**config.mk**
```make
export PLATFORM = sky130hd
export DESIGN_NAME = uart_16550a_register_model_core_flat
export DESIGN_NICKNAME = d
export VERILOG_FILES = /design/src/hdl/u16550_pkg.sv /design/src/hdl/u16550_if.sv /design/src/hdl/u16550_fifo.sv /design/src/hdl/uart_16550a_register_model_core.sv /design/src/flat_wrapper.sv
export SDC_FILE = /design/constraint.sdc
export NUM_CORES = 1
export LEC_CHECK = 0
export ABC_AREA = 1
export BUFFER_PORTS_ARGS = -buffer_cell sky130_fd_sc_hd__buf_4
export CAP_MARGIN = 5
export CORE_MARGIN = 3
export CORE_UTILIZATION = 50
export DETAILED_ROUTE_END_ITERATION = 7
export MAX_ROUTING_LAYER = met4
export PLACE_DENSITY_LB_ADDON = 0.2
export SYNTH_ARGS = -nofsm -noshare
export SYNTH_HDL_FRONTEND = slang
export SYNTH_SLANG_ARGS = --single-unit
```
**constraint.sdc**
```tcl
create_clock -name i_clk -period 4.9 [get_ports i_clk]
set_input_delay 0 -clock i_clk [delete_from_list [all_inputs] [get_ports i_clk]]
set_output_delay 0 -clock i_clk [all_outputs]
set_load 0.01 [all_outputs]
```
**src/hdl/u16550_pkg.sv**
```systemverilog
// Shared types and constants for the 16550A-style UART register model.
// No dependencies; u16550_fifo and the core import this package.
package u16550_pkg;

    parameter int unsigned DEFAULT_FIFO_DEPTH = 16;

    // Transaction commands
    localparam logic [1:0] CMD_HOST_READ  = 2'd0;
    localparam logic [1:0] CMD_HOST_WRITE = 2'd1;
    localparam logic [1:0] CMD_LINE_RX    = 2'd2;
    localparam logic [1:0] CMD_LINE_TX    = 2'd3;

    // Register offsets from the port base
    localparam logic [2:0] OFF_DATA = 3'd0;
    localparam logic [2:0] OFF_IER  = 3'd1;
    localparam logic [2:0] OFF_IIR  = 3'd2;
    localparam logic [2:0] OFF_LCR  = 3'd3;
    localparam logic [2:0] OFF_MCR  = 3'd4;
    localparam logic [2:0] OFF_LSR  = 3'd5;
    localparam logic [2:0] OFF_MSR  = 3'd6;
    localparam logic [2:0] OFF_SCR  = 3'd7;

    localparam logic [7:0] MCR_RESET    = 8'h08;
    localparam logic [7:0] MSR_CONST    = 8'hB0;
    localparam logic [7:0] IIR_FIFO_ON  = 8'hC0;
    localparam logic [7:0] IIR_RX_DATA  = 8'h04;
    localparam logic [7:0] IIR_THR_EMPTY = 8'h02;
    localparam logic [7:0] IIR_NONE     = 8'h01;
    localparam logic [3:0] IER_MASK     = 4'hF;

    localparam int unsigned LCR_DLAB_BIT   = 7;
    localparam int unsigned MCR_LOOP_BIT   = 4;
    localparam int unsigned FCR_CLR_RX_BIT = 1;
    localparam int unsigned FCR_CLR_TX_BIT = 2;
    localparam int unsigned IER_RX_BIT     = 0;
    localparam int unsigned IER_THR_BIT    = 1;

    // FIFO operation request from the register logic
    typedef struct packed {
        logic push;
        logic pop;
        logic clear;
    } t_fifo_ctl;

endpackage

```
**src/hdl/u16550_if.sv**
```systemverilog
// Valid/ready channel interfaces for the UART register model.
// Depends on nothing; one interface for commands, one for responses.
interface u16550_cmd_if;
    logic       valid;
    logic       ready;
    logic [1:0] command;
    logic [2:0] reg_offset;
    logic [7:0] data_byte;
    logic       burst_start;

    modport source (output valid, command, reg_offset, data_byte, burst_start, input ready);
    modport sink   (input valid, command, reg_offset, data_byte, burst_start, output ready);
endinterface

interface u16550_rsp_if;
    logic       valid;
    logic       ready;
    logic [7:0] read_byte;
    logic       status;
    logic       irq_level;

    modport source (output valid, read_byte, status, irq_level, input ready);
    modport sink   (input valid, read_byte, status, irq_level, output ready);
endinterface

```
**src/hdl/u16550_fifo.sv**
```systemverilog
// Byte FIFO with head pointer, fill count and registered read data.
// Depends on u16550_pkg (t_fifo_ctl, DEFAULT_FIFO_DEPTH).
module u16550_fifo import u16550_pkg::*; #(
    parameter int unsigned DEPTH = DEFAULT_FIFO_DEPTH,
    localparam int unsigned IW = (DEPTH > 1) ? $clog2(DEPTH) : 1,
    localparam int unsigned CW = $clog2(DEPTH + 1)
) (
    input  logic          i_clk,
    input  logic          i_rst_n,
    input  t_fifo_ctl     i_ctl,
    input  logic [7:0]    i_data,
    output logic [CW-1:0] o_count,
    output logic [7:0]    o_rd_data
);
    localparam int unsigned SW = CW + 1;

    logic [7:0]    r_mem [DEPTH];
    logic [IW-1:0] r_head;
    logic [CW-1:0] r_count;
    logic [7:0]    r_rd_data;
    logic [IW-1:0] n_head;
    logic [SW-1:0] w_sum;
    logic [IW-1:0] w_waddr;

    // Tail = head + count, wrapped once (sum stays below twice the depth)
    assign w_sum   = SW'(r_head) + SW'(r_count);
    assign w_waddr = (w_sum >= SW'(DEPTH)) ? IW'(w_sum - SW'(DEPTH)) : IW'(w_sum);
    assign n_head  = (r_head == IW'(DEPTH - 1)) ? '0 : r_head + 1'b1;

    always_ff @(posedge i_clk) begin
        if (!i_rst_n) begin
            r_head  <= '0;
            r_count <= '0;
        end else if (i_ctl.clear) begin
            r_head  <= '0;
            r_count <= '0;
        end else if (i_ctl.push) begin
            r_count <= r_count + 1'b1;
        end else if (i_ctl.pop) begin
            r_head  <= n_head;
            r_count <= r_count - 1'b1;
        end
    end

    always_ff @(posedge i_clk) begin
        if (i_ctl.push) begin
            r_mem[w_waddr] <= i_data;
        end
        if (i_ctl.pop) begin
            r_rd_data <= r_mem[r_head];
        end
    end

    assign o_count   = r_count;
    assign o_rd_data = r_rd_data;

endmodule

```
**src/hdl/uart_16550a_register_model_core.sv**
```systemverilog
// UART 16550A register model: one transaction per clock (host read or write,
// line receive byte, or transmit pull); the response appears in the cycle after
// acceptance and is held in an output register, so a new transaction is taken
// every cycle while the response channel keeps up. FIFO read data comes from the
// registered read port of the RX and TX FIFO memories (FIFO_DEPTH bytes
// each). Depends on u16550_pkg, u16550_if and u16550_fifo.
module uart_16550a_register_model_core import u16550_pkg::*; #(
    parameter int unsigned FIFO_DEPTH = DEFAULT_FIFO_DEPTH
) (
    input  logic          i_clk,
    input  logic          i_rst_n,
    u16550_cmd_if.sink    i_cmd,
    u16550_rsp_if.source  o_rsp
);
    localparam int unsigned CW = $clog2(FIFO_DEPTH + 1);
    localparam logic [CW-1:0] FULL_CNT = CW'(FIFO_DEPTH);
    localparam logic [CW-1:0] HALF_CNT = CW'(FIFO_DEPTH / 2);

    // Response data source
    localparam logic [1:0] SEL_REG = 2'd0;
    localparam logic [1:0] SEL_RX  = 2'd1;
    localparam logic [1:0] SEL_TX  = 2'd2;

    logic [7:0] r_lcr, n_lcr;
    logic [3:0] r_ier, n_ier;
    logic [7:0] r_mcr, n_mcr;
    logic [7:0] r_scr, n_scr;
    logic [7:0] r_dll, n_dll;
    logic [7:0] r_dlm, n_dlm;
    logic       r_dr, n_dr;
    logic       r_thre, n_thre;
    logic       r_temt, n_temt;
    logic       r_burst, n_burst;
    logic       r_out_valid, n_out_valid;
    logic       r_status, n_status;
    logic       r_irq, n_irq;
    logic [7:0] r_reg_rd, n_reg_rd;
    logic [1:0] r_rd_sel, n_rd_sel;

    t_fifo_ctl     w_rx_ctl, w_tx_ctl;
    logic [7:0]    w_rx_wdata;
    logic [CW-1:0] w_rx_count, w_tx_count, w_tx_after;
    logic [7:0]    w_rx_rd, w_tx_rd, w_iir;
    logic          w_accept, w_dlab, w_loop, w_rx_full, w_tx_full;

    u16550_fifo #(.DEPTH(FIFO_DEPTH)) u_rx_fifo (
        .i_clk     (i_clk),
        .i_rst_n   (i_rst_n),
        .i_ctl     (w_rx_ctl),
        .i_data    (w_rx_wdata),
        .o_count   (w_rx_count),
        .o_rd_data (w_rx_rd)
    );

    u16550_fifo #(.DEPTH(FIFO_DEPTH)) u_tx_fifo (
        .i_clk     (i_clk),
        .i_rst_n   (i_rst_n),
        .i_ctl     (w_tx_ctl),
        .i_data    (i_cmd.data_byte),
        .o_count   (w_tx_count),
        .o_rd_data (w_tx_rd)
    );

    assign i_cmd.ready = !r_out_valid || o_rsp.ready;
    assign w_accept    = i_cmd.valid && i_cmd.ready;
    assign w_dlab      = r_lcr[LCR_DLAB_BIT];
    assign w_loop      = r_mcr[MCR_LOOP_BIT];
    assign w_rx_full   = (w_rx_count == FULL_CNT);
    assign w_tx_full   = (w_tx_count == FULL_CNT);
    assign w_tx_after  = w_tx_full ? w_tx_count : w_tx_count + 1'b1;
    assign w_rx_wdata  = i_cmd.data_byte;

    // Receive data outranks transmitter empty
    always_comb begin
        if (r_ier[IER_RX_BIT] && r_dr) begin
            w_iir = IIR_FIFO_ON | IIR_RX_DATA;
        end else if (r_ier[IER_THR_BIT] && r_temt) begin
            w_iir = IIR_FIFO_ON | IIR_THR_EMPTY;
        end else begin
            w_iir = IIR_FIFO_ON | IIR_NONE;
        end
    end

    always_comb begin
        n_lcr    = r_lcr;
        n_ier    = r_ier;
        n_mcr    = r_mcr;
        n_scr    = r_scr;
        n_dll    = r_dll;
        n_dlm    = r_dlm;
        n_dr     = r_dr;
        n_thre   = r_thre;
        n_temt   = r_temt;
        n_burst  = r_burst;
        n_status = r_status;
        n_reg_rd = r_reg_rd;
        n_rd_sel = r_rd_sel;
        w_rx_ctl = '0;
        w_tx_ctl = '0;

        if (w_accept) begin
            n_status = 1'b0;
            n_reg_rd = 8'h00;
            n_rd_sel = SEL_REG;
            case (i_cmd.command)
                CMD_HOST_READ: begin
                    case (i_cmd.reg_offset)
                        OFF_DATA: begin
                            if (w_dlab) begin
                                n_reg_rd = r_dll;
                            end else if (w_rx_count == '0) begin
                                n_status = 1'b1;
                            end else begin
                                w_rx_ctl.pop = 1'b1;
                                n_rd_sel     = SEL_RX;
                                if (w_rx_count == CW'(1)) begin
                                    n_dr = 1'b0;
                                end
                            end
                        end
                        OFF_IER: n_reg_rd = w_dlab ? r_dlm : {4'h0, r_ier};
                        OFF_IIR: n_reg_rd = w_iir;
                        OFF_LCR: n_reg_rd = r_lcr;
                        OFF_MCR: n_reg_rd = r_mcr;
                        OFF_LSR: n_reg_rd = {1'b0, r_temt, r_thre, 4'h0, r_dr};
                        OFF_MSR: n_reg_rd = MSR_CONST;
                        default: n_reg_rd = r_scr;
                    endcase
                end
                CMD_HOST_WRITE: begin
                    case (i_cmd.reg_offset)
                        OFF_DATA: begin
                            if (w_dlab) begin
                                n_dll = i_cmd.data_byte;
                            end else if (w_loop) begin
                                // Loopback: THR byte lands in the receive FIFO
                                if (w_rx_full) begin
                                    n_status = 1'b1;
                                end else begin
                                    w_rx_ctl.push = 1'b1;
                                    n_dr          = 1'b1;
                                end
                            end else begin
                                if (w_tx_full) begin
                                    n_status = 1'b1;
                                end else begin
                                    w_tx_ctl.push = 1'b1;
                                    n_temt        = 1'b0;
                                end
                                if (w_tx_after >= HALF_CNT) begin
                                    n_thre = 1'b0;
                                end
                            end
                        end
                        OFF_IER: begin
                            if (w_dlab) begin
                                n_dlm = i_cmd.data_byte;
                            end else begin
                                n_ier = i_cmd.data_byte[3:0] & IER_MASK;
                            end
                        end
                        OFF_IIR: begin
                            if (i_cmd.data_byte[FCR_CLR_RX_BIT]) begin
                                w_rx_ctl.clear = 1'b1;
                                n_dr           = 1'b0;
                                n_burst        = 1'b0;
                            end
                            if (i_cmd.data_byte[FCR_CLR_TX_BIT]) begin
                                w_tx_ctl.clear = 1'b1;
                                n_temt         = 1'b1;
                                n_thre         = 1'b1;
                            end
                        end
                        OFF_LCR: n_lcr = i_cmd.data_byte;
                        OFF_MCR: n_mcr = i_cmd.data_byte;
                        OFF_SCR: n_scr = i_cmd.data_byte;
                        default: ;
                    endcase
                end
                CMD_LINE_RX: begin
                    if (i_cmd.burst_start &&
                        (w_loop || r_dr || (w_rx_count != '0))) begin
                        n_burst  = 1'b0;
                        n_status = 1'b1;
                    end else if (!i_cmd.burst_start && !r_burst) begin
                        n_status = 1'b1;
                    end else if (w_rx_full) begin
                        // Drop the byte and close the burst
                        n_burst  = 1'b0;
                        n_status = 1'b1;
                    end else begin
                        n_burst       = 1'b1;
                        w_rx_ctl.push = 1'b1;
                        n_dr          = 1'b1;
                    end
                end
                default: begin
                    if (w_tx_count == '0) begin
                        n_status = 1'b1;
                    end else begin
                        w_tx_ctl.pop = 1'b1;
                        n_rd_sel     = SEL_TX;
                        if (w_tx_count == CW'(1)) begin
                            n_temt = 1'b1;
                            n_thre = 1'b1;
                        end
                    end
                end
            endcase
        end
    end

    assign n_irq = (n_ier[IER_RX_BIT] && n_dr) || (n_ier[IER_THR_BIT] && n_temt);
    assign n_out_valid = w_accept || (r_out_valid && !o_rsp.ready);

    always_ff @(posedge i_clk) begin
        if (!i_rst_n) begin
            r_lcr       <= 8'h00;
            r_ier       <= 4'h0;
            r_mcr       <= MCR_RESET;
            r_scr       <= 8'h00;
            r_dll       <= 8'h00;
            r_dlm       <= 8'h00;
            r_dr        <= 1'b0;
            r_thre      <= 1'b1;
            r_temt      <= 1'b1;
            r_burst     <= 1'b0;
            r_out_valid <= 1'b0;
        end else begin
            r_lcr       <= n_lcr;
            r_ier       <= n_ier;
            r_mcr       <= n_mcr;
            r_scr       <= n_scr;
            r_dll       <= n_dll;
            r_dlm       <= n_dlm;
            r_dr        <= n_dr;
            r_thre      <= n_thre;
            r_temt      <= n_temt;
            r_burst     <= n_burst;
            r_out_valid <= n_out_valid;
        end
    end

    // Response payload, updated only on accept
    always_ff @(posedge i_clk) begin
        if (w_accept) begin
            r_status <= n_status;
            r_irq    <= n_irq;
            r_reg_rd <= n_reg_rd;
            r_rd_sel <= n_rd_sel;
        end
    end

    always_comb begin
        case (r_rd_sel)
            SEL_RX:  o_rsp.read_byte = w_rx_rd;
            SEL_TX:  o_rsp.read_byte = w_tx_rd;
            default: o_rsp.read_byte = r_reg_rd;
        endcase
    end

    assign o_rsp.valid     = r_out_valid;
    assign o_rsp.status    = r_status;
    assign o_rsp.irq_level = r_irq;

    a_dr_matches_rx_fill: assert property (@(posedge i_clk) disable iff (!i_rst_n)
        r_dr == (w_rx_count != '0))
        else $error("LSR DR out of step with RX FIFO fill");

    a_temt_matches_tx_fill: assert property (@(posedge i_clk) disable iff (!i_rst_n)
        r_temt == (w_tx_count == '0))
        else $error("LSR TEMT out of step with TX FIFO fill");

    a_thre_low_at_half: assert property (@(posedge i_clk) disable iff (!i_rst_n)
        (w_tx_count >= HALF_CNT) |-> !r_thre)
        else $error("THRE set with TX FIFO at or above half full");

    a_hold_when_stalled: assert property (@(posedge i_clk) disable iff (!i_rst_n)
        (r_out_valid && !o_rsp.ready) |-> !i_cmd.ready)
        else $error("transaction accepted while response is stalled");

    a_one_fifo_op: assert property (@(posedge i_clk) disable iff (!i_rst_n)
        $countones({w_rx_ctl.push, w_rx_ctl.pop, w_tx_ctl.push, w_tx_ctl.pop}) <= 1)
        else $error("more than one FIFO push or pop in one transaction");

endmodule

```
**src/flat_wrapper.sv**
```systemverilog
// flat-port wrapper written by rule: the top's interface ports become plain ports
module uart_16550a_register_model_core_flat import u16550_pkg::*;
#(
    parameter int unsigned FIFO_DEPTH = DEFAULT_FIFO_DEPTH
)
  (i_clk, i_rst_n, i_cmd_valid, i_cmd_command, i_cmd_reg_offset, i_cmd_data_byte, i_cmd_burst_start, i_cmd_ready, o_rsp_valid, o_rsp_read_byte, o_rsp_status, o_rsp_irq_level, o_rsp_ready);
  u16550_cmd_if i_cmd_i ();
  u16550_rsp_if o_rsp_i ();
  input  logic i_clk;
  input  logic i_rst_n;
  input wire logic [$bits(i_cmd_i.valid)-1:0] i_cmd_valid;
  input wire logic [$bits(i_cmd_i.command)-1:0] i_cmd_command;
  input wire logic [$bits(i_cmd_i.reg_offset)-1:0] i_cmd_reg_offset;
  input wire logic [$bits(i_cmd_i.data_byte)-1:0] i_cmd_data_byte;
  input wire logic [$bits(i_cmd_i.burst_start)-1:0] i_cmd_burst_start;
  output wire logic [$bits(i_cmd_i.ready)-1:0] i_cmd_ready;
  output wire logic [$bits(o_rsp_i.valid)-1:0] o_rsp_valid;
  output wire logic [$bits(o_rsp_i.read_byte)-1:0] o_rsp_read_byte;
  output wire logic [$bits(o_rsp_i.status)-1:0] o_rsp_status;
  output wire logic [$bits(o_rsp_i.irq_level)-1:0] o_rsp_irq_level;
  input wire logic [$bits(o_rsp_i.ready)-1:0] o_rsp_ready;
  assign i_cmd_i.valid = i_cmd_valid;
  assign i_cmd_i.command = i_cmd_command;
  assign i_cmd_i.reg_offset = i_cmd_reg_offset;
  assign i_cmd_i.data_byte = i_cmd_data_byte;
  assign i_cmd_i.burst_start = i_cmd_burst_start;
  assign i_cmd_ready = i_cmd_i.ready;
  assign o_rsp_valid = o_rsp_i.valid;
  assign o_rsp_read_byte = o_rsp_i.read_byte;
  assign o_rsp_status = o_rsp_i.status;
  assign o_rsp_irq_level = o_rsp_i.irq_level;
  assign o_rsp_i.ready = o_rsp_ready;
  uart_16550a_register_model_core #(.FIFO_DEPTH(FIFO_DEPTH)) u_core (.i_clk(i_clk), .i_rst_n(i_rst_n), .i_cmd(i_cmd_i), .o_rsp(o_rsp_i));
endmodule
```
Word-level counts from Yosys, hierarchy flattened
Memories as Yosys holds them, arrays and structs flattened. A register that Yosys moved wholly into a read port is not among the register bits.
Index checks and enable logic that the tools add are counted.
{"block": "word_totals", "word_cells": 208, "mem_bits_rw": 256, "memories": 2, "out_inout_bits": 12, "register_bits": 79}
{"memory": "u_core.u_rx_fifo.r_mem", "words": 16, "width": 8, "rd": 1, "rd_ports_with_merged_regs": 1, "write_ports": 1, "line_no": "u16550_fifo.sv:17", "rtl": "logic [7:0] r_mem [DEPTH];"}
{"memory": "u_core.u_tx_fifo.r_mem", "words": 16, "width": 8, "rd": 1, "rd_ports_with_merged_regs": 1, "write_ports": 1, "line_no": "u16550_fifo.sv:17"}
{"block": "classes", "n_bitwise": 5, "eq_ne": 26, "mux": 101, "order_cmp": 3, "n_reduce_logical": 41, "n_addsub": 10}
{"op": "$mux 1", "n": 67}
{"op": "$pmux 8 s7", "n": 1}
{"op": "$mux 5", "n": 5}
{"op": "$mux 2", "n": 8}
{"op": "$mux 4", "n": 4}
{"op": "$mux 8", "n": 2}
{"op": "$pmux 8 s2", "n": 1}
{"op": "$pmux 1 s2", "n": 7}
{"op": "$add 4x5->6", "n": 2}
{"op": "$eq 3x3->1 const B", "n": 4}
{"op": "$ge 6x5->1 const B", "n": 2}
{"op": "$ne 3x3->1 const B", "n": 4}
{"op": "$reduce_and 4->1", "n": 3}
{"op": "$add 5x1->5 const B", "n": 2}
{"op": "$eq 5x1->1 const B", "n": 2}
{"op": "$eq 5x5->1 const B", "n": 2}
{"op": "$logic_not 5->1", "n": 2}
{"op": "$sub 5x1->5 const B", "n": 2}
{"op": "$mux 3", "n": 3}
{"op": "$reduce_and 3->1", "n": 3}
{"op": "$reduce_and 9->1", "n": 1}
{"op": "$add 4x1->4 const B", "n": 2}
{"op": "$eq 4x4->1 const B", "n": 2}
{"op": "$logic_and 1x1->1", "n": 8}
{"op": "21 further kinds", "n": 47}

Depth between registers and ports, before layout
{"block": "depth", "word_depth": 9, "ltp_mapped": 13}

Modules after synthesis
Synthesis repeated with hierarchy kept, for this count alone.
{"block": "unflattened", "hier_cells": 1804, "hier_area_um2": 16334.4}
{"mod": "u16550_fifo", "n_inst": 2, "cells_per_inst": 669, "area_each_um2": 6526.3}
{"mod": "uart_16550a_register_model_core", "n_inst": 1, "cells_per_inst": 466, "area_each_um2": 3281.9}

Least setup slack after synthesis
No wires, ideal clock.
{"block": "synth_timing", "path_type": "reg-to-reg", "startpoint": "reg u_core.u_rx_fifo.r_count[1] (netlist: u_core.u_rx_fifo.o_count[1])", "endpoint": "mem u_core.u_rx_fifo.r_mem[6][0], enable pin", "synth_period_minus_slack_ns": 2.211, "path_buffers": 0, "setup_ns": 0.370, "arrival_time_ns": 1.840, "path_slack_ns": 2.689, "t_required_ns": 4.530, "stages_incl_launch_ff": 12, "cell_sequence": "dfxtp_1 -> inv_1 -> ha_1 -> nand3_1 -> nand2_1 -> inv_1 -> nand3_2 -> nand2_2 -> nand2_4 -> inv_2 -> nand3_2 -> nor2_1"}
{"block": "synth_via", "elab_chain_cells": 9}
{"item": "start, declared", "line_no": "u16550_fifo.sv:19", "rtl": "logic [CW-1:0] r_count;"}
{"item": "start signal, assigned", "line_no": "u16550_fifo.sv:38", "rtl": "r_count <= r_count + 1'b1;"}
{"item": "start signal, assigned", "line_no": "u16550_fifo.sv:41", "rtl": "r_count <= r_count - 1'b1;"}
{"item": "$eq 5x5->1", "line_no": "uart_16550a_register_model_core.sv:68", "rtl": "assign w_rx_full = (w_rx_count == FULL_CNT);"}
{"item": "$mux 1", "line_no": "uart_16550a_register_model_core.sv:137, uart_16550a_register_model_core.sv:187"}
{"item": "$mux 1", "line_no": "uart_16550a_register_model_core.sv:135", "rtl": "end else if (w_loop) begin"}
{"item": "$mux 1", "line_no": "uart_16550a_register_model_core.sv:133", "rtl": "if (w_dlab) begin"}
{"item": "$mux 1", "line_no": "uart_16550a_register_model_core.sv:131", "rtl": "case (i_cmd.reg_offset)"}
{"item": "$pmux 1 s2", "line_no": "uart_16550a_register_model_core.sv:105", "rtl": "case (i_cmd.command)"}
{"item": "$mux 3", "line_no": "uart_16550a_register_model_core.sv:101", "rtl": "if (w_accept) begin"}
{"item": "$mux 1", "line_no": "u16550_fifo.sv:46", "rtl": "if (i_ctl.push) begin"}
{"item": "$mux 1 (implied by the code)", "line_no": "u16550_fifo.sv:47", "rtl": "r_mem[w_waddr] <= i_data;"}
{"item": "end, declared", "line_no": "u16550_fifo.sv:17"}
Parallel ways exist; a longest one is shown, timed or not.

Worst setup path after layout
{"block": "layout_timing", "startpoint": "reg u_core.u_tx_fifo.r_head[0]", "endpoint": "mem u_core.u_tx_fifo.r_mem[8][5], enable pin"}
{"block": "layout_via", "elab_chain_cells": 3}
{"item": "start, declared", "line_no": "u16550_fifo.sv:18", "rtl": "logic [IW-1:0] r_head;"}
{"item": "start signal, assigned", "line_no": "u16550_fifo.sv:40", "rtl": "r_head <= n_head;"}
{"item": "$add 4x5->6 *", "line_no": "u16550_fifo.sv:26", "rtl": "assign w_sum = SW'(r_head) + SW'(r_count);"}
{"item": "$ge 6x5->1 / $sub 4x1->4 (equally long branches)", "line_no": "u16550_fifo.sv:27", "rtl": "assign w_waddr = (w_sum >= SW'(DEPTH)) ? IW'(w_sum - SW'(DEPTH)) : IW'(w_sum);"}
{"item": "$mux 4 *", "line_no": "u16550_fifo.sv:27"}
{"item": "end, declared", "line_no": "u16550_fifo.sv:17"}
Mark *: on every way between the ends. The rest lies on a longest branch, timed or not.

==> results by stage <==
Global routing:
- The number of antenna violations at the first check in global routing is 0.
- Global routing finished with a remaining overflow of 0.
- The first global-routing pass estimated approximately 56 mm of wire.
- Entering global routing, the biggest net connects 68 pins.
- For this run, the total global-route usage over all layers was measured as roughly 23%.
- The number of global-route vias before repair was slightly below 10000.

Clocking:
- The number of gates resized after CTS was 0.
- Counting the buffers created by CTS gives 38.
- The clock net sink count is 351.
- The clock insertion delay at the later pin of the skew report is between 0.5 and 0.6 ns.
- The maximum buffer depth of the clock tree is 3.
- The clock tree from TritonCTS is done.
- The H-tree was split into 2 levels.
- After clock tree synthesis, the clock-pin slew on the worst setup and hold paths is 0.06 ns.
- The number of post-CTS setup repair buffers is 0.
- Clock tree synthesis selected as its root buffer the cell clkbuf_16.

Detailed routing:
- For this block, the initial DRC count from the detailed router was 1155.
- The pre-antenna-repair detailed-routing pass consisted of 6 iterations.
- The total detailed-routing wirelength is 36.2 mm.
- In this run the remaining antenna-violating nets after routing total 0.
- In the final routed layout, each cell accounts on average for roughly 20 um.
- The via count is ~10000.
- For this run, design rule violations remaining after detail routing come to 0.
- The via density per instance is 5.68.

Power:
- The internal power is 5.08 mW.
- The switching part of the total power is between 20% and 30%.
- The combinational share of power is 4.0%.
- The peak supply drop is 271 uV.
- The total power after layout is 6.40 mW.
- The power spent charging and discharging nets is 1.32 mW.
- The share of total power dissipated in the clock network is 45.2%.
- The power density normalized to cell area is 377 mW/mm^2.
- Summed over all cells, the static leakage comes to 5.92 nW.
- Per report_power, the sequential group accounts for 50.8% of the total.

STA:
- The final-report hold violation count is 0.
- The final max-slew violation count is 0.
- The worst pin sits at a relative slew slack of 25.8%.
- The transition time at the pin with the least slew margin is 1.11 ns.
- Setup slack on the critical path of the routed design comes to 2.00 ns.
- The worst path uses 59.2% of the clock period.
- Subtracting the final worst setup slack from the clock period gives 2.90 ns.
- Setup repair after global routing left no endpoint under its margin.
- Derived from the worst setup path, the maximum achievable clock frequency is 0.345 GHz.
- The number of setup violations in the final report is 0.
- After routing, the total negative slack on setup checks comes to 0 ns.
- The minimum hold slack is 0.0144 ns.
- The clock skew is 0.0126 ns.

Setup path:
- The largest individual stage delay along the critical path comes from the cell dfxtp_2.
- The worst setup path is launched from a register.
- The required arrival time at the worst endpoint is about 5.1 ns.
- In this run the critical register-to-register path is launched from u_core.u_tx_fifo.r_head[0].
- The beginning of the critical path is u_core.u_tx_fifo.r_head[0].
- The start-to-end type of the worst setup path is reg2reg.
- The kind of end point of the critical path is a register.
- On the worst path, the slowest cell contributes a delay of 0.78 ns.
- The arrival time of data at the critical path endpoint is 3.05 ns.
- Walking the worst path, the cells encountered are ha_1 > fa_1 > inv_1 > nand3_1 > nor2_1.
- Of all nets on the critical path, the largest fanout is 36.

Die:
- The region available for standard cell placement spans 0.0297 sq mm.
- The I/O pin count is 30.
- The initialized floorplan defines 63 standard-cell rows.
- The floorplan die width is roughly 180 um.
- The chip height is 180 um.
- The area of the die is 0.0324 sq mm.
- Once the floorplan was initialized, standard cells occupied just over 50% of the core.

Logic synthesis:
- Yosys mapped the design onto 47 distinct sky130hd cell types.
- The post-synthesis mux area share is 0.727%.
- The main combinational cell family by area after synthesis is simple AND/OR/NAND/NOR gates.
- The share of synthesized cell area in and, or, nand and nor gates is 14.5%.
- The post-synthesis xor/xnor area fraction is 1.21%.
- The average cell area after synthesis is 11.1 sq um.
- In this run, synthesis inferred 284 flip-flops with an integrated enable.
- The most used flip-flop cell after synthesis is edfxtp_1.
- The top cell type by area accounts for 56.3% of the synthesized area.
- The synthesized-area fraction occupied by ao, oa, aoi and oai cells is 12.2%.
- Of all cell types, the one taking the most synthesized area is edfxtp_1.
- Synthesis inferred 351 register bits.
- Of the total synthesized cell area, the portion taken by full adders, half adders and majority gates is 2.08%.
- Counting every instance in the synthesized netlist gives 1368.
- For this run, the number of Yosys warnings is 0.
- When the netlist entered floorplanning its net count stood at 1410.
- The netlist area before placement is around 0.015 sq mm.
- By area the synthesized netlist is led by edfxtp_1 56%, dfxtp_1 8.9%, nor2_1 7.0%.
- The share of the Yosys chip area taken by registers is 65.2%.
- The proportion of register bits with asynchronous set or reset after synthesis is 0%.

Cells and area:
- The library cell used most frequently in the layout, excluding fill and tap cells, is edfxtp_1.
- Counting the fill cells in the layout gives 2479.
- The final core utilization is ~57%.
- In the layout the commonest cells are 284 x edfxtp_1, 283 x nor2_1, 134 x o21ai_0.
- The final net count is 1430.
- The area growth from synthesis to layout is 12.0%.
- The post-layout instance area is 0.0170 sq mm.
- The proportion of layout cells with a drive suffix above 1 is around a tenth.
- 0 antenna diodes ended up in the layout.
- The count of cells in the finished layout, fillers not included, comes to 1806.

Placement:
- Routability-driven placement finished with a final weighted congestion of 0.895.
- The cell count after placement is 1730.
- Port buffering added 29 buffers.
- Once detailed placement completed, the half-perimeter wirelength came to 22.7 mm.
- The total placed instance area is 0.0156 sq mm.
- OpenSTA, run right after detailed placement, puts the worst setup slack at 1.99 ns.

Run status:
- The flow ran to the end, and the final reports show no timing, DRC or antenna violations.

Min path:
- The path class of the tightest hold or removal check is in2reg.
- The worst hold path begins at i_cmd_data_byte[5].

Run:
- The tool flagged a number of max-cap violations equal to 0.
## state kept, by name, indices dropped and copies added (netlist names), 5 cells and up
| name | cells |
|---|---|
| u_core.u_tx_fifo.o_count | 5 |
| u_core.r_scr | 8 |
| u_core.u_rx_fifo.o_rd_data | 8 |
| u_core.u_rx_fifo.r_mem | 128 |
| u_core.u_tx_fifo.o_rd_data | 8 |
| u_core.u_tx_fifo.r_mem | 128 |
| u_core.r_lcr | 8 |
| u_core.r_dll | 8 |
| u_core.r_reg_rd | 8 |
| u_core.r_mcr | 8 |
| u_core.u_rx_fifo.o_count | 5 |
| u_core.r_dlm | 8 |
## routing by layer
layer	track usage, %	vias up	part of all wire [%]
li1	-	4915	-
met1	33.6	4941	46
met2	33.9	339	45
met3	3.05	63	6.2
met4	6.17	0	2.3
met5	-	-	0
## timing repair
| action | CTS | global route |
|---|---|---|
| hold buffers | 8 | 0 |
| endpoints found under the setup margin | 0 | 0 |
| endpoints found under the hold margin | 135 | 0 |
## synth_stat cells, types with 13 or more instances
master    instances
edfxtp_1        284
nor2_1          283
o21ai_0         134
nand2_1         122
inv_1            73
dfxtp_1          67
a21oi_1          65
nand3_1          59
o32ai_1          43
clkbuf_1         40
o211ai_1         28
ha_1             22
xor2_1           13
## power groups by stage
stage | Sequential [mW] | Clock, mW | Combinational, mW
floorplan | 3.30 | 0 | 0.132
global placement | 3.31 | 0 | 0.248
detailed placement | 3.31 | 0 | 0.251
CTS | 3.25 | 2.95 | 0.256
global route | 3.25 | 3.08 | 0.281
finish | 3.25 | 2.89 | 0.255
## worst paths after layout
path,slack (ns),to,cells after the start
worst max register to register,2.00,u_core.u_tx_fifo.r_mem[8][5],5
worst min register to register,0.45,u_core.r_dll[7],2
worst max-delay path,2.00,u_core.u_tx_fifo.r_mem[8][5],5
worst min-delay path,0.01,u_core.u_rx_fifo.r_mem[5][5],1
## cells by family after synthesis
logic type / count (synthesis)
buffers and inverters: 150
xor gates and xnor gates: 21
adders and majority gates: 24
muxes: 11
DFF: 351
and+or+nand+nor: 506
AOI/OAI and AO/OA: 305
## critical path: cells and delay by family, from the launching register on
family	cells	cell delay [ns]
simple gates	2	0.88
flops	1	0.78
fa+ha+maj	2	0.77
buf+inv	1	0.09
## layout make-up
cell class | instances | area (sq um) | share of cell area (%)
tap | 390 | 488 | 2.88
timing repair buffer | 42 | 335 | 1.98
multi-input combinational | 867 | 4660 | 27.5
clock inverter | 27 | 289 | 1.70
clock buffer | 41 | 983 | 5.80
inverter | 88 | 333 | 1.96
sequential | 351 | 9870 | 58.2
Power figures use the tool's default switching activity.
